`src/sv/wgm_pkg.sv`:
```
`timescale 1ns / 1ps
`default_nettype none
// ----------------------------------------------------------------------------
// Wildcard glob matcher package
// Shared constants, item payloads and the control broadcast to the cells.
// ----------------------------------------------------------------------------
package wgm_pkg;

   localparam int MAX_PATTERN = 128;
   localparam int NUM_POS     = MAX_PATTERN + 1;
   localparam int LEN_W       = $clog2(MAX_PATTERN + 1);
   localparam int CHAR_W      = 8;

   localparam logic [CHAR_W-1:0] WILD_ONE = CHAR_W'(63);
   localparam logic [CHAR_W-1:0] WILD_RUN = CHAR_W'(42);

   typedef enum logic {
      CMD_PATTERN = 1'b0,
      CMD_TEXT    = 1'b1
   } wgm_cmd_type;

   typedef struct packed {
      wgm_cmd_type       cmd;
      logic              first_char;
      logic              last_char;
      logic [CHAR_W-1:0] char_code;
   } wgm_req_type;

   typedef struct packed {
      logic matched;
      logic pattern_overflow;
   } wgm_rsp_type;

   // Broadcast from the controller to every cell.
   typedef struct packed {
      logic              step;
      logic              restart;
      logic              clear;
      logic              load_en;
      logic [LEN_W-1:0]  load_idx;
      logic [CHAR_W-1:0] ch;
   } wgm_bcast_type;

   // Per-cell view of the pattern length.
   typedef struct packed {
      logic live;
      logic reach;
      logic load;
   } wgm_slot_type;

endpackage
`default_nettype wire

```
`src/sv/wgm_chan_if.sv`:
```
`timescale 1ns / 1ps
`default_nettype none
// ----------------------------------------------------------------------------
// Wildcard glob matcher channels
// Valid/ready channels for character items and match results.
// ----------------------------------------------------------------------------
interface wgm_req_if;
   logic                valid;
   logic                ready;
   wgm_pkg::wgm_req_type payload;

   modport source (output valid, output payload, input ready);
   modport sink   (input valid, input payload, output ready);
   modport mon    (input valid, input payload, input ready);
endinterface

interface wgm_rsp_if;
   logic                valid;
   logic                ready;
   wgm_pkg::wgm_rsp_type payload;

   modport source (output valid, output payload, input ready);
   modport sink   (input valid, input payload, output ready);
   modport mon    (input valid, input payload, input ready);
endinterface
`default_nettype wire

```
`src/sv/wgm_cell.sv`:
```
`timescale 1ns / 1ps
`default_nettype none
// ----------------------------------------------------------------------------
// Wildcard glob matcher cell
// Holds one pattern character and the active bit of its position.
// ----------------------------------------------------------------------------
module wgm_cell (
   input  logic                  clock,
   input  logic                  reset,
   input  wgm_pkg::wgm_bcast_type bcast,
   input  wgm_pkg::wgm_slot_type  slot,
   input  logic                  fwd_in,
   input  logic                  spread_in,
   input  logic                  lead_in,
   output logic                  fwd_out,
   output logic                  spread_out,
   output logic                  lead_out,
   output logic                  act_out
);
   import wgm_pkg::*;

   logic              act_ff, act_in;
   logic [CHAR_W-1:0] char_ff, char_in;
   logic              lead_ff, lead_in_nx;
   logic              star, one, src, pre, nxt;

   always_comb begin
      star = (char_ff == WILD_RUN);
      one  = (char_ff == WILD_ONE);
      // On a text restart the source vector is position 0 plus every
      // position behind a run of leading stars.
      src  = bcast.restart ? (lead_in & slot.reach) : act_ff;
      fwd_out = src & slot.live & ~star & (one | (char_ff == bcast.ch));
      pre  = (src & slot.live & star) | fwd_in;
      // Empty-run matches ripple forward through consecutive stars.
      nxt  = pre | spread_in;
      spread_out = nxt & slot.live & star;
      lead_out = lead_ff;
      act_out  = act_ff;

      act_in = act_ff;
      if (bcast.clear) begin
         act_in = 1'b0;
      end else if (bcast.step) begin
         act_in = nxt;
      end
      char_in    = slot.load ? bcast.ch : char_ff;
      lead_in_nx = slot.load ? (lead_in & (bcast.ch == WILD_RUN)) : lead_ff;
   end

   always_ff @(posedge clock) begin
      if (reset) begin
         act_ff <= 1'b0;
      end else begin
         act_ff <= act_in;
      end
   end

   always_ff @(posedge clock) begin
      char_ff <= char_in;
      lead_ff <= lead_in_nx;
   end

endmodule
`default_nettype wire

```
`src/sv/wgm_ctrl.sv`:
```
`timescale 1ns / 1ps
`default_nettype none
// ----------------------------------------------------------------------------
// Wildcard glob matcher control
// Pattern length, overflow flag, item handshake and the result register.
// ----------------------------------------------------------------------------
module wgm_ctrl (
   input  logic                   clock,
   input  logic                   reset,
   wgm_req_if.sink                req,
   wgm_rsp_if.source              rsp,
   input  logic                   hit,
   output wgm_pkg::wgm_bcast_type bcast,
   output logic [wgm_pkg::LEN_W-1:0] len
);
   import wgm_pkg::*;

   logic [LEN_W-1:0] len_ff, len_in;
   logic             ovf_ff, ovf_in;
   logic             pend_ff, pend_in;
   logic             rsp_valid_ff, rsp_valid_in;
   logic             matched_ff, matched_in;
   logic             povf_ff, povf_in;
   logic             accept, is_text, full, out_free;
   logic [LEN_W-1:0] widx;

   assign req.ready   = ~pend_ff;
   assign rsp.valid   = rsp_valid_ff;
   assign rsp.payload = '{matched: matched_ff, pattern_overflow: povf_ff};

   // Length is needed by the top level for the per-cell slot decode.
   assign len = len_ff;

   always_comb begin
      accept   = req.valid & req.ready;
      is_text  = (req.payload.cmd == CMD_TEXT);
      widx     = req.payload.first_char ? '0 : len_ff;
      full     = (widx == LEN_W'(MAX_PATTERN));
      out_free = ~rsp_valid_ff | rsp.ready;

      bcast.step     = accept & is_text;
      bcast.restart  = accept & is_text & req.payload.first_char;
      bcast.clear    = accept & ~is_text & req.payload.first_char;
      bcast.load_en  = accept & ~is_text & ~full;
      bcast.load_idx = widx;
      bcast.ch       = req.payload.char_code;

      len_in = len_ff;
      ovf_in = ovf_ff;
      if (accept && !is_text) begin
         len_in = full ? widx : widx + LEN_W'(1);
         ovf_in = (req.payload.first_char ? 1'b0 : ovf_ff) | full;
      end

      // The final match bit is read from the cells after the last text item,
      // once the result register is free, while no new item is taken.
      pend_in      = pend_ff;
      rsp_valid_in = rsp_valid_ff;
      matched_in   = matched_ff;
      povf_in      = povf_ff;
      if (rsp.ready) begin
         rsp_valid_in = 1'b0;
      end
      if (pend_ff && out_free) begin
         pend_in      = 1'b0;
         rsp_valid_in = 1'b1;
         matched_in   = hit;
         povf_in      = ovf_ff;
      end
      if (accept && is_text && req.payload.last_char) begin
         pend_in = 1'b1;
      end
   end

   always_ff @(posedge clock) begin
      if (reset) begin
         len_ff       <= '0;
         ovf_ff       <= 1'b0;
         pend_ff      <= 1'b0;
         rsp_valid_ff <= 1'b0;
      end else begin
         len_ff       <= len_in;
         ovf_ff       <= ovf_in;
         pend_ff      <= pend_in;
         rsp_valid_ff <= rsp_valid_in;
      end
   end

   always_ff @(posedge clock) begin
      matched_ff <= matched_in;
      povf_ff    <= povf_in;
   end

endmodule
`default_nettype wire

```
`src/sv/wildcard_glob_matcher_core.sv`:
```
`timescale 1ns / 1ps
`default_nettype none
// ----------------------------------------------------------------------------
// Wildcard glob matcher core
// Pattern characters load into a row of cells; text characters step the
// active-position vector in the cells; the one at the pattern length reports.
// ----------------------------------------------------------------------------
//  channel | dir | handshake              | payload
//  req     | in  | req.valid / req.ready  | cmd, first_char, last_char, char_code
//  rsp     | out | rsp.valid / rsp.ready  | matched, pattern_overflow
//
//  A pattern item, or a text item without the last mark, leaves the input
//  ready for the next item. After a text item with the last mark, a read
//  cycle reads the active bit at the pattern length into the result
//  register. Star runs ripple through the cell row within the stepping
//  cycle; the pattern store needs no clearing pass after reset.
//  The read cycle lasts until an earlier result has been taken, and no item
//  is accepted during it; a waiting result holds up nothing else.
// ----------------------------------------------------------------------------
module wildcard_glob_matcher_core (
   input  logic      clock,
   input  logic      reset,
   wgm_req_if.sink   req,
   wgm_rsp_if.source rsp
);
   import wgm_pkg::*;

   wgm_bcast_type    bcast;
   logic [LEN_W-1:0] len;
   wgm_slot_type     slot [NUM_POS];
   logic             fwd    [NUM_POS+1];
   logic             spread [NUM_POS+1];
   logic             lead   [NUM_POS+1];
   logic [NUM_POS-1:0] act_vec, at_len_vec;
   logic             hit;

   wgm_ctrl u_ctrl (
      .clock (clock),
      .reset (reset),
      .req   (req),
      .rsp   (rsp),
      .hit   (hit),
      .bcast (bcast),
      .len   (len)
   );

   assign fwd[0]    = 1'b0;
   assign spread[0] = 1'b0;
   assign lead[0]   = 1'b1;
   assign hit       = |(act_vec & at_len_vec);

   for (genvar p = 0; p < NUM_POS; p++) begin : g_cell
      always_comb begin
         slot[p].live  = (LEN_W'(p) < len);
         slot[p].reach = (LEN_W'(p) <= len);
         slot[p].load  = bcast.load_en & (bcast.load_idx == LEN_W'(p));
      end

      assign at_len_vec[p] = (LEN_W'(p) == len);

      wgm_cell u_cell (
         .clock      (clock),
         .reset      (reset),
         .bcast      (bcast),
         .slot       (slot[p]),
         .fwd_in     (fwd[p]),
         .spread_in  (spread[p]),
         .lead_in    (lead[p]),
         .fwd_out    (fwd[p+1]),
         .spread_out (spread[p+1]),
         .lead_out   (lead[p+1]),
         .act_out    (act_vec[p])
      );
   end

endmodule
`default_nettype wire

```
`src/flat_wrapper.sv`:
```
// flat-port wrapper written by rule: the top's interface ports become plain ports
module wildcard_glob_matcher_core_flat import wgm_pkg::*;
  (clock, reset, req_valid, req_payload, req_ready, rsp_valid, rsp_payload, rsp_ready);
  wgm_req_if req_i ();
  wgm_rsp_if rsp_i ();
  input  logic clock;
  input  logic reset;
  input wire logic [$bits(req_i.valid)-1:0] req_valid;
  input wire logic [$bits(req_i.payload)-1:0] req_payload;
  output wire logic [$bits(req_i.ready)-1:0] req_ready;
  output wire logic [$bits(rsp_i.valid)-1:0] rsp_valid;
  output wire logic [$bits(rsp_i.payload)-1:0] rsp_payload;
  input wire logic [$bits(rsp_i.ready)-1:0] rsp_ready;
  assign req_i.valid = req_valid;
  assign req_i.payload = req_payload;
  assign req_ready = req_i.ready;
  assign rsp_valid = rsp_i.valid;
  assign rsp_payload = rsp_i.payload;
  assign rsp_i.ready = rsp_ready;
  wildcard_glob_matcher_core u_core (.clock(clock), .reset(reset), .req(req_i), .rsp(rsp_i));
endmodule
```
`config.mk`:
```
export PLATFORM = sky130hd
export DESIGN_NAME = wildcard_glob_matcher_core_flat
export DESIGN_NICKNAME = d
export VERILOG_FILES = /design/src/sv/wgm_pkg.sv /design/src/sv/wgm_chan_if.sv /design/src/sv/wgm_cell.sv /design/src/sv/wgm_ctrl.sv /design/src/sv/wildcard_glob_matcher_core.sv /design/src/flat_wrapper.sv
export SDC_FILE = /design/constraint.sdc
export NUM_CORES = 2
export LEC_CHECK = 0
export ABC_AREA = 1
export BUFFER_PORTS_ARGS = -buffer_cell sky130_fd_sc_hd__buf_2
export CELL_PAD_IN_SITES_DETAIL_PLACEMENT = 1
export CELL_PAD_IN_SITES_GLOBAL_PLACEMENT = 1
export CORE_MARGIN = 8
export CORE_UTILIZATION = 46
export DETAILED_ROUTE_END_ITERATION = 8
export PLACE_DENSITY_LB_ADDON = 0.1
export SYNTH_ARGS = -nofsm -noshare
export SYNTH_HDL_FRONTEND = slang
export SYNTH_SLANG_ARGS = --single-unit
```
`constraint.sdc`:
```
create_clock -name clock -period 16.68 [get_ports clock]
set_clock_uncertainty 0.05 [all_clocks]
set_input_delay 3.336 -clock clock [delete_from_list [all_inputs] [get_ports clock]]
set_output_delay 3.336 -clock clock [all_outputs]
set_load 0.02 [all_outputs]
```
## Word level (Yosys, flattened, before mapping)

Index checks and enable logic that the tools add are counted.
Widths: inputs -> output; s select.

- Flip-flop bits (word level): 1,302
- Input port bits: 15
- Output and inout bits: 4

- Add/sub/neg operators: 1
- Order comparisons: 258
- Equal/unequal tests: 642
- Multiplexer cells: 136
- Bitwise logic cells: 1,679
- Reductions and logical operators: 11

Operators with widths:

| kind | number |
|---|---|
| $eq 8x6->1 const B | 290 |
| $and 1x1->1 | 1,160 |
| $eq 8x8->1 | 128 |
| $eq 7x8->1 const A | 64 |
| $eq 8x7->1 const B | 64 |
| $le 7x8->1 const A | 64 |
| $lt 7x8->1 const A | 64 |
| $or 1x1->1 | 386 |
| $eq 6x8->1 const A | 32 |
| $le 6x8->1 const A | 32 |
| $lt 6x8->1 const A | 32 |
| $mux 1 | 134 |
| $not 1->1 | 132 |
| $and 129x129->129 | 1 |
| $reduce_or 129->1 | 1 |
| $eq 5x8->1 const A | 16 |
| $eq 8x5->1 const B | 16 |
| $le 5x8->1 const A | 16 |
| $lt 5x8->1 const A | 16 |
| $eq 4x8->1 const A | 8 |
| $eq 8x4->1 const B | 8 |
| $le 4x8->1 const A | 8 |
| $lt 4x8->1 const A | 8 |
| $eq 3x8->1 const A | 4 |
| other kinds (22) | 43 |

## Logic depth before layout (Yosys ltp)

- Depth in word-level cells: 391
- Gate-level depth with buffers: 267
- Depth with buffers taken out: 265

## Hierarchy

A second synthesis with hierarchy kept.

- Cells, all modules: 10,532
- Area, all modules: 79,403.7 um^2

Modules (own cells, without submodules):

| module | times used | cells an instance | area each (um^2) | seq. area each (um^2) |
|---|---|---|---|---|
| wgm_cell | 129 | 74 | 579.3 | 290.3 |
| wildcard_glob_matcher_core | 1 | 865 | 3,806.2 | 0.0 |
| wgm_ctrl | 1 | 121 | 867.1 | 280.3 |

## Worst setup path before layout

No wires, ideal clock.

- Path kind: input to register
- Start point: in req_payload[1]
- End point: reg u_core.g_cell[128].u_cell.act_ff
- Data arrival time: 17.439 ns
- Setup slack: -0.879 ns
- Cell stages on the path: 251
- Buffers on the path: 2
- Path through: clkbuf_1 clkbuf_1 xnor2_1 nand3_1 o41ai_1 a41oi_1 nand2_1 nand2_1 nand2_1 nand2_1 nand2_1 nand2_1 nand2_1 nand2_1 nand2_1 nand2_1 nand2_1 nand2_1 [... 215 more ...] nand2_1 nand2_1 nand2_1 nand2_1 nand2_1 nand2_1 nand2_1 nand2_1 nand2_1 nand2_1 nand2_1 nand2_1 nand2_1 nand2_1 nand2_1 nand2_1 nand3_1 a21oi_1

- Longest elaborated chain between the ends: 386

RTL lines:

| item | line | source |
|---|---|---|
| from (decl) | flat_wrapper.sv:9 | `input wire logic [$bits(req_i.payload)-1:0] req_payload;` |
| $eq 8x8->1 | wgm_cell.sv:33 | `fwd_out = src & slot.live & ~star & (one \| (char_ff == bcast.ch));` |
| $or 1x1->1 | wgm_cell.sv:33 |  |
| $and 1x1->1 | wgm_cell.sv:33 |  |
| $or 1x1->1 | wgm_cell.sv:34 | `pre = (src & slot.live & star) \| fwd_in;` |
| $or 1x1->1 | wgm_cell.sv:36 | `nxt = pre \| spread_in;` |
| $and 1x1->1 (2 in series) | wgm_cell.sv:37 | `spread_out = nxt & slot.live & star;` |
| $or 1x1->1 | wgm_cell.sv:36 |  |
| $and 1x1->1 (2 in series) | wgm_cell.sv:37 |  |
| [... 364 more ...] | n/a |  |
| $and 1x1->1 (2 in series) | wgm_cell.sv:37 |  |
| $or 1x1->1 | wgm_cell.sv:36 |  |
| $and 1x1->1 (2 in series) | wgm_cell.sv:37 |  |
| $or 1x1->1 | wgm_cell.sv:36 |  |
| $and 1x1->1 (2 in series) | wgm_cell.sv:37 |  |
| $or 1x1->1 | wgm_cell.sv:36 |  |
| $and 1x1->1 (2 in series) | wgm_cell.sv:37 |  |
| $or 1x1->1 * | wgm_cell.sv:36 |  |
| to (signal assigned) | wgm_cell.sv:55 | `act_ff <= act_in;` |
| to (decl) | wgm_cell.sv:22 | `logic act_ff, act_in;` |

Mark *: on every way between the ends. The rest lies on a longest branch, timed or not.
A chain may end at the register's enable or synchronous reset.

## Worst setup path after layout

- Start point: in req_payload[2]
- End point: reg u_core.g_cell[128].u_cell.act_ff

Same word-level chain as after synthesis.

==> impl_metrics.yaml <==
outcome:
  status: "finished with violations"
  violations: "negative setup slack"
die:
  dieArea_um2: 158000
  start_util_pct: 46.1
  num_rows: 140
  coreArea_um2: 145000
  die_h_um: 397
  die_w_um: 397
  io_pins: 19
setup_path:
  cp.required_ps: 17350
  worstRegToRegCells: 259
  slowest_stage: "o41ai_1"
  slowest_delay_ps: 570
  arrival_ps: 21550
  crit_type: "input port to flip-flop"
  worst_setup_path_end_kind: "flip-flop"
  reg2reg_slack_ps: -2110
  worstReg2RegEnd: "u_core.g_cell[128].u_cell.act_out"
  cp_max_fo: 11
  cp-start-kind: "input port"
  timing.rr.start: "u_core.g_cell[1].u_cell.char_ff[7]"
  crit_top_cell: "nand2_2"
  critPathLaunch: "req_payload[2]"
power_and_ir_drop:
  power_leakage_nw: 29.4
  seq_power_share_pct: 48.6
  pwr-share-clk_pct: 45.3
  switching_share_pct: 23.4
  combPwrFrac_pct: 6.1
  p_int_mw: 5.64
  ir_drop_mv: 0.0909
  finalPower_mw: 7.36
  p_per_area_nw_per_um2: 93.8
  p_switching_mw: 1.72
final_layout:
  drive_above_1_share_pct: 15.9
  multi_input_comb_area_um2: 25300
  area_growth_pct: 17.6
  fillers: 16200
  utilization_pct: 54.2
  register_area_um2: 37700
  fin_nets: 7506
worst_hold_path:
  holdPathEnd: "u_core.g_cell[127].u_cell.act_out"
  hold-path-cell-count: 4
  hold_class: "flip-flop to flip-flop"
  hp-start: "u_core.g_cell[127].u_cell.act_out"
sta:
  setup_viol: 33
  worst_pin_slew_ps: 1340
  min_period_ps: 20870
  fin_tns_setup_ps: -75420
  hold_ws_ps: 489
  slew_viol_final: 0
  fmax_ghz: 0.0479
  hold_viol: 0
  worst_slack_ps: -4190
  slew_headroom_pct: 9.90
  finalCritPeriodShare_pct: 125
  rsz0062_at_grt: "yes"
grt:
  grt_start_max_net_pins: 222
  grt.busiest_layer: "met2"
  antenna_found_initial: 15
  met1_usage_pct: 41.6
  met3_usage_pct: 5.51
  grt_pass1_wl_mm: 383
  grt_pass1_vias: 58700
  met2_usage_pct: 53.8
  grt.total_usage_pct: 32.4
  overflow: 0
synth:
  yosysSeqAreaShare_pct: 56.5
  ys_seq_elements: 1302
  avgSynthCellArea_um2: 9.58
  synth_top_cell_area_share_pct: 52.3
  syn-instance-count: 6972
  ys_types: 62
  synth_ff_type: "edfxtp_1"
  synth_edf_count: 1162
  yosys.area.top_type: "edfxtp_1"
  synth_most_common_cell: "nand2_1"
  synth.area.top_cells: "edfxtp_1, nand2_1, xnor2_1"
  synth_area_um2: 66800
  synthArstFlopShare_pct: 0
  yosys_warnings: 0
  synth_common_cells: "nand2_1, edfxtp_1, inv_1, nor2_1, xnor2_1"
cts:
  clock-sinks: 1302
  clock_path_buffers: 3
  insertion_delay_ps: 810
  cts_tree: "done"
  cts_hold_buf: 0
  clk_pin_slew_ps: 60
  cts_root_buf: "clkbuf_16"
  cts.htree.levels: 4
  cts_buffers: 149
route:
  drt_wl_total_mm: 261
  wire_per_inst_um: 27.4
  dr.pass1.iters: 6
  drtIter0Drc: 4929
  vias: 56800
  antenna_left: 0
  drc: 0
  vias_per_cell: 5.96
place:
  place_congestion: 1.02
  dpl.hpwl_mm: 185
  io_buffers: 18
run:
  maxCapViolCount: 0
flip-flops by register name, indices dropped and copies added, names as in the netlist:
signal                         flops
u_core.u_ctrl.ovf_ff               1
u_core.u_ctrl.matched_ff           1
u_core.g_cell.u_cell.char_ff    1032
u_core.u_ctrl.rsp.valid            1
u_core.g_cell.u_cell.lead_out    128
u_core.u_ctrl.pend_ff              1
u_core.u_ctrl.len                  8
u_core.u_ctrl.povf_ff              1
u_core.g_cell.u_cell.act_out     129
what timing repair did:
item / in CTS / in global routing
pin swaps: 11 / 52
buffers inserted: 83 / 46
gates cloned: 0 / 0
gates resized for setup: 34 / 162
setup endpoints to repair: 38 / 47
power by group through the flow:
stage	combinational [mW]	sequential [mW]	clock [mW]
2_1_floorplan	0.231	3.64	0
3_3_place_gp	0.429	3.64	0
3_5_place_dp	0.441	3.65	0
4_1_cts	0.445	3.58	3.37
5_1_grt	0.480	3.58	3.48
6_report	0.450	3.58	3.34
layer usage:
| layer | part of all wire, % | routed length (um) | vias up |
|---|---|---|---|
| met5 | 0.019 | 49 | - |
| met4 | 4.8 | 12400 | 8 |
| met3 | 7.0 | 18300 | 591 |
| met2 | 47 | 123000 | 2211 |
| met1 | 41 | 107000 | 28800 |
| li1 | - | - | 25200 |
per-stage QoR:
stage / cell area (um^2) / setup slack [ps] / std cells
4_1_cts: 78100 / -4290 / 9536
3_3_place_gp: 72500 / -5420 / 9177
3_5_place_dp: 72500 / -5860 / 9177
5_1_grt: 78500 / -5910 / 9529
2_1_floorplan: 66900 / -636 / 6979
6_report: 78500 / -4190 / 9534
cell usage in the layout (no fill, tap or decap), types with 26 or more instances in the layout:
master     synthesis  routed
inv_1            839     835
nand2_2            2     130
xnor2_1          448     448
a31oi_1           27      27
a21oi_1          255     253
dfxtp_1          140     140
nand3_1          184     184
or2_2            186     186
o41ai_1           61      61
nor4_1            96      96
nor2_1           634     632
clkbuf_1         220      31
edfxtp_1        1162    1162
o2111ai_1         28      28
a32oi_1           33      33
buf_4              2     600
nand4_1          407     407
nor3_1           160     160
clkinv_1           5      40
o21ai_0          296     273
xor2_1           138     138
clkbuf_16          0     156
nor4b_1           27      26
nand2_1         1251    1112
o22ai_1           44      44
a211oi_1          30      30
clkinv_2           0      26
worst max-delay path: cells and delay by family:
| kind | cells | cell delay [ps] |
|---|---|---|
| AND/OR/NAND/NOR | 246 | 16710 |
| AO/OA/AOI/OAI | 3 | 820 |
| buffers and inverters | 4 | 570 |
worst max path at each step:
stage                                              to
floorplan           u_core.g_cell[128].u_cell.act_out
global placement    u_core.g_cell[127].u_cell.act_out
detailed placement  u_core.g_cell[128].u_cell.act_out
CTS                 u_core.g_cell[128].u_cell.act_out
global route        u_core.g_cell[127].u_cell.act_out
finish              u_core.g_cell[128].u_cell.act_out
kinds of logic after synthesis:
kind of cell	Yosys count	share of synthesized area, %
flops	1302	56.5
buf+inv	1140	6.44
xor+xnor	586	7.69
simple gates	3026	20.9
other cells	1	0.00562
compound gates	913	8.49
fa+ha+maj	4	0.0750
cell type report:
| class | count | area share [%] |
|---|---|---|
| flip-flops and latches | 1302 | 48.0 |
| clock buffers | 188 | 5.14 |
| repair buffers | 637 | 6.33 |
| inverters | 860 | 4.16 |
| diodes | 5 | 0.0159 |
| multi-input cells | 4537 | 32.2 |
| well taps | 1917 | 3.06 |
| clock inverters | 88 | 1.08 |
(Power assumes the default switching activity.)
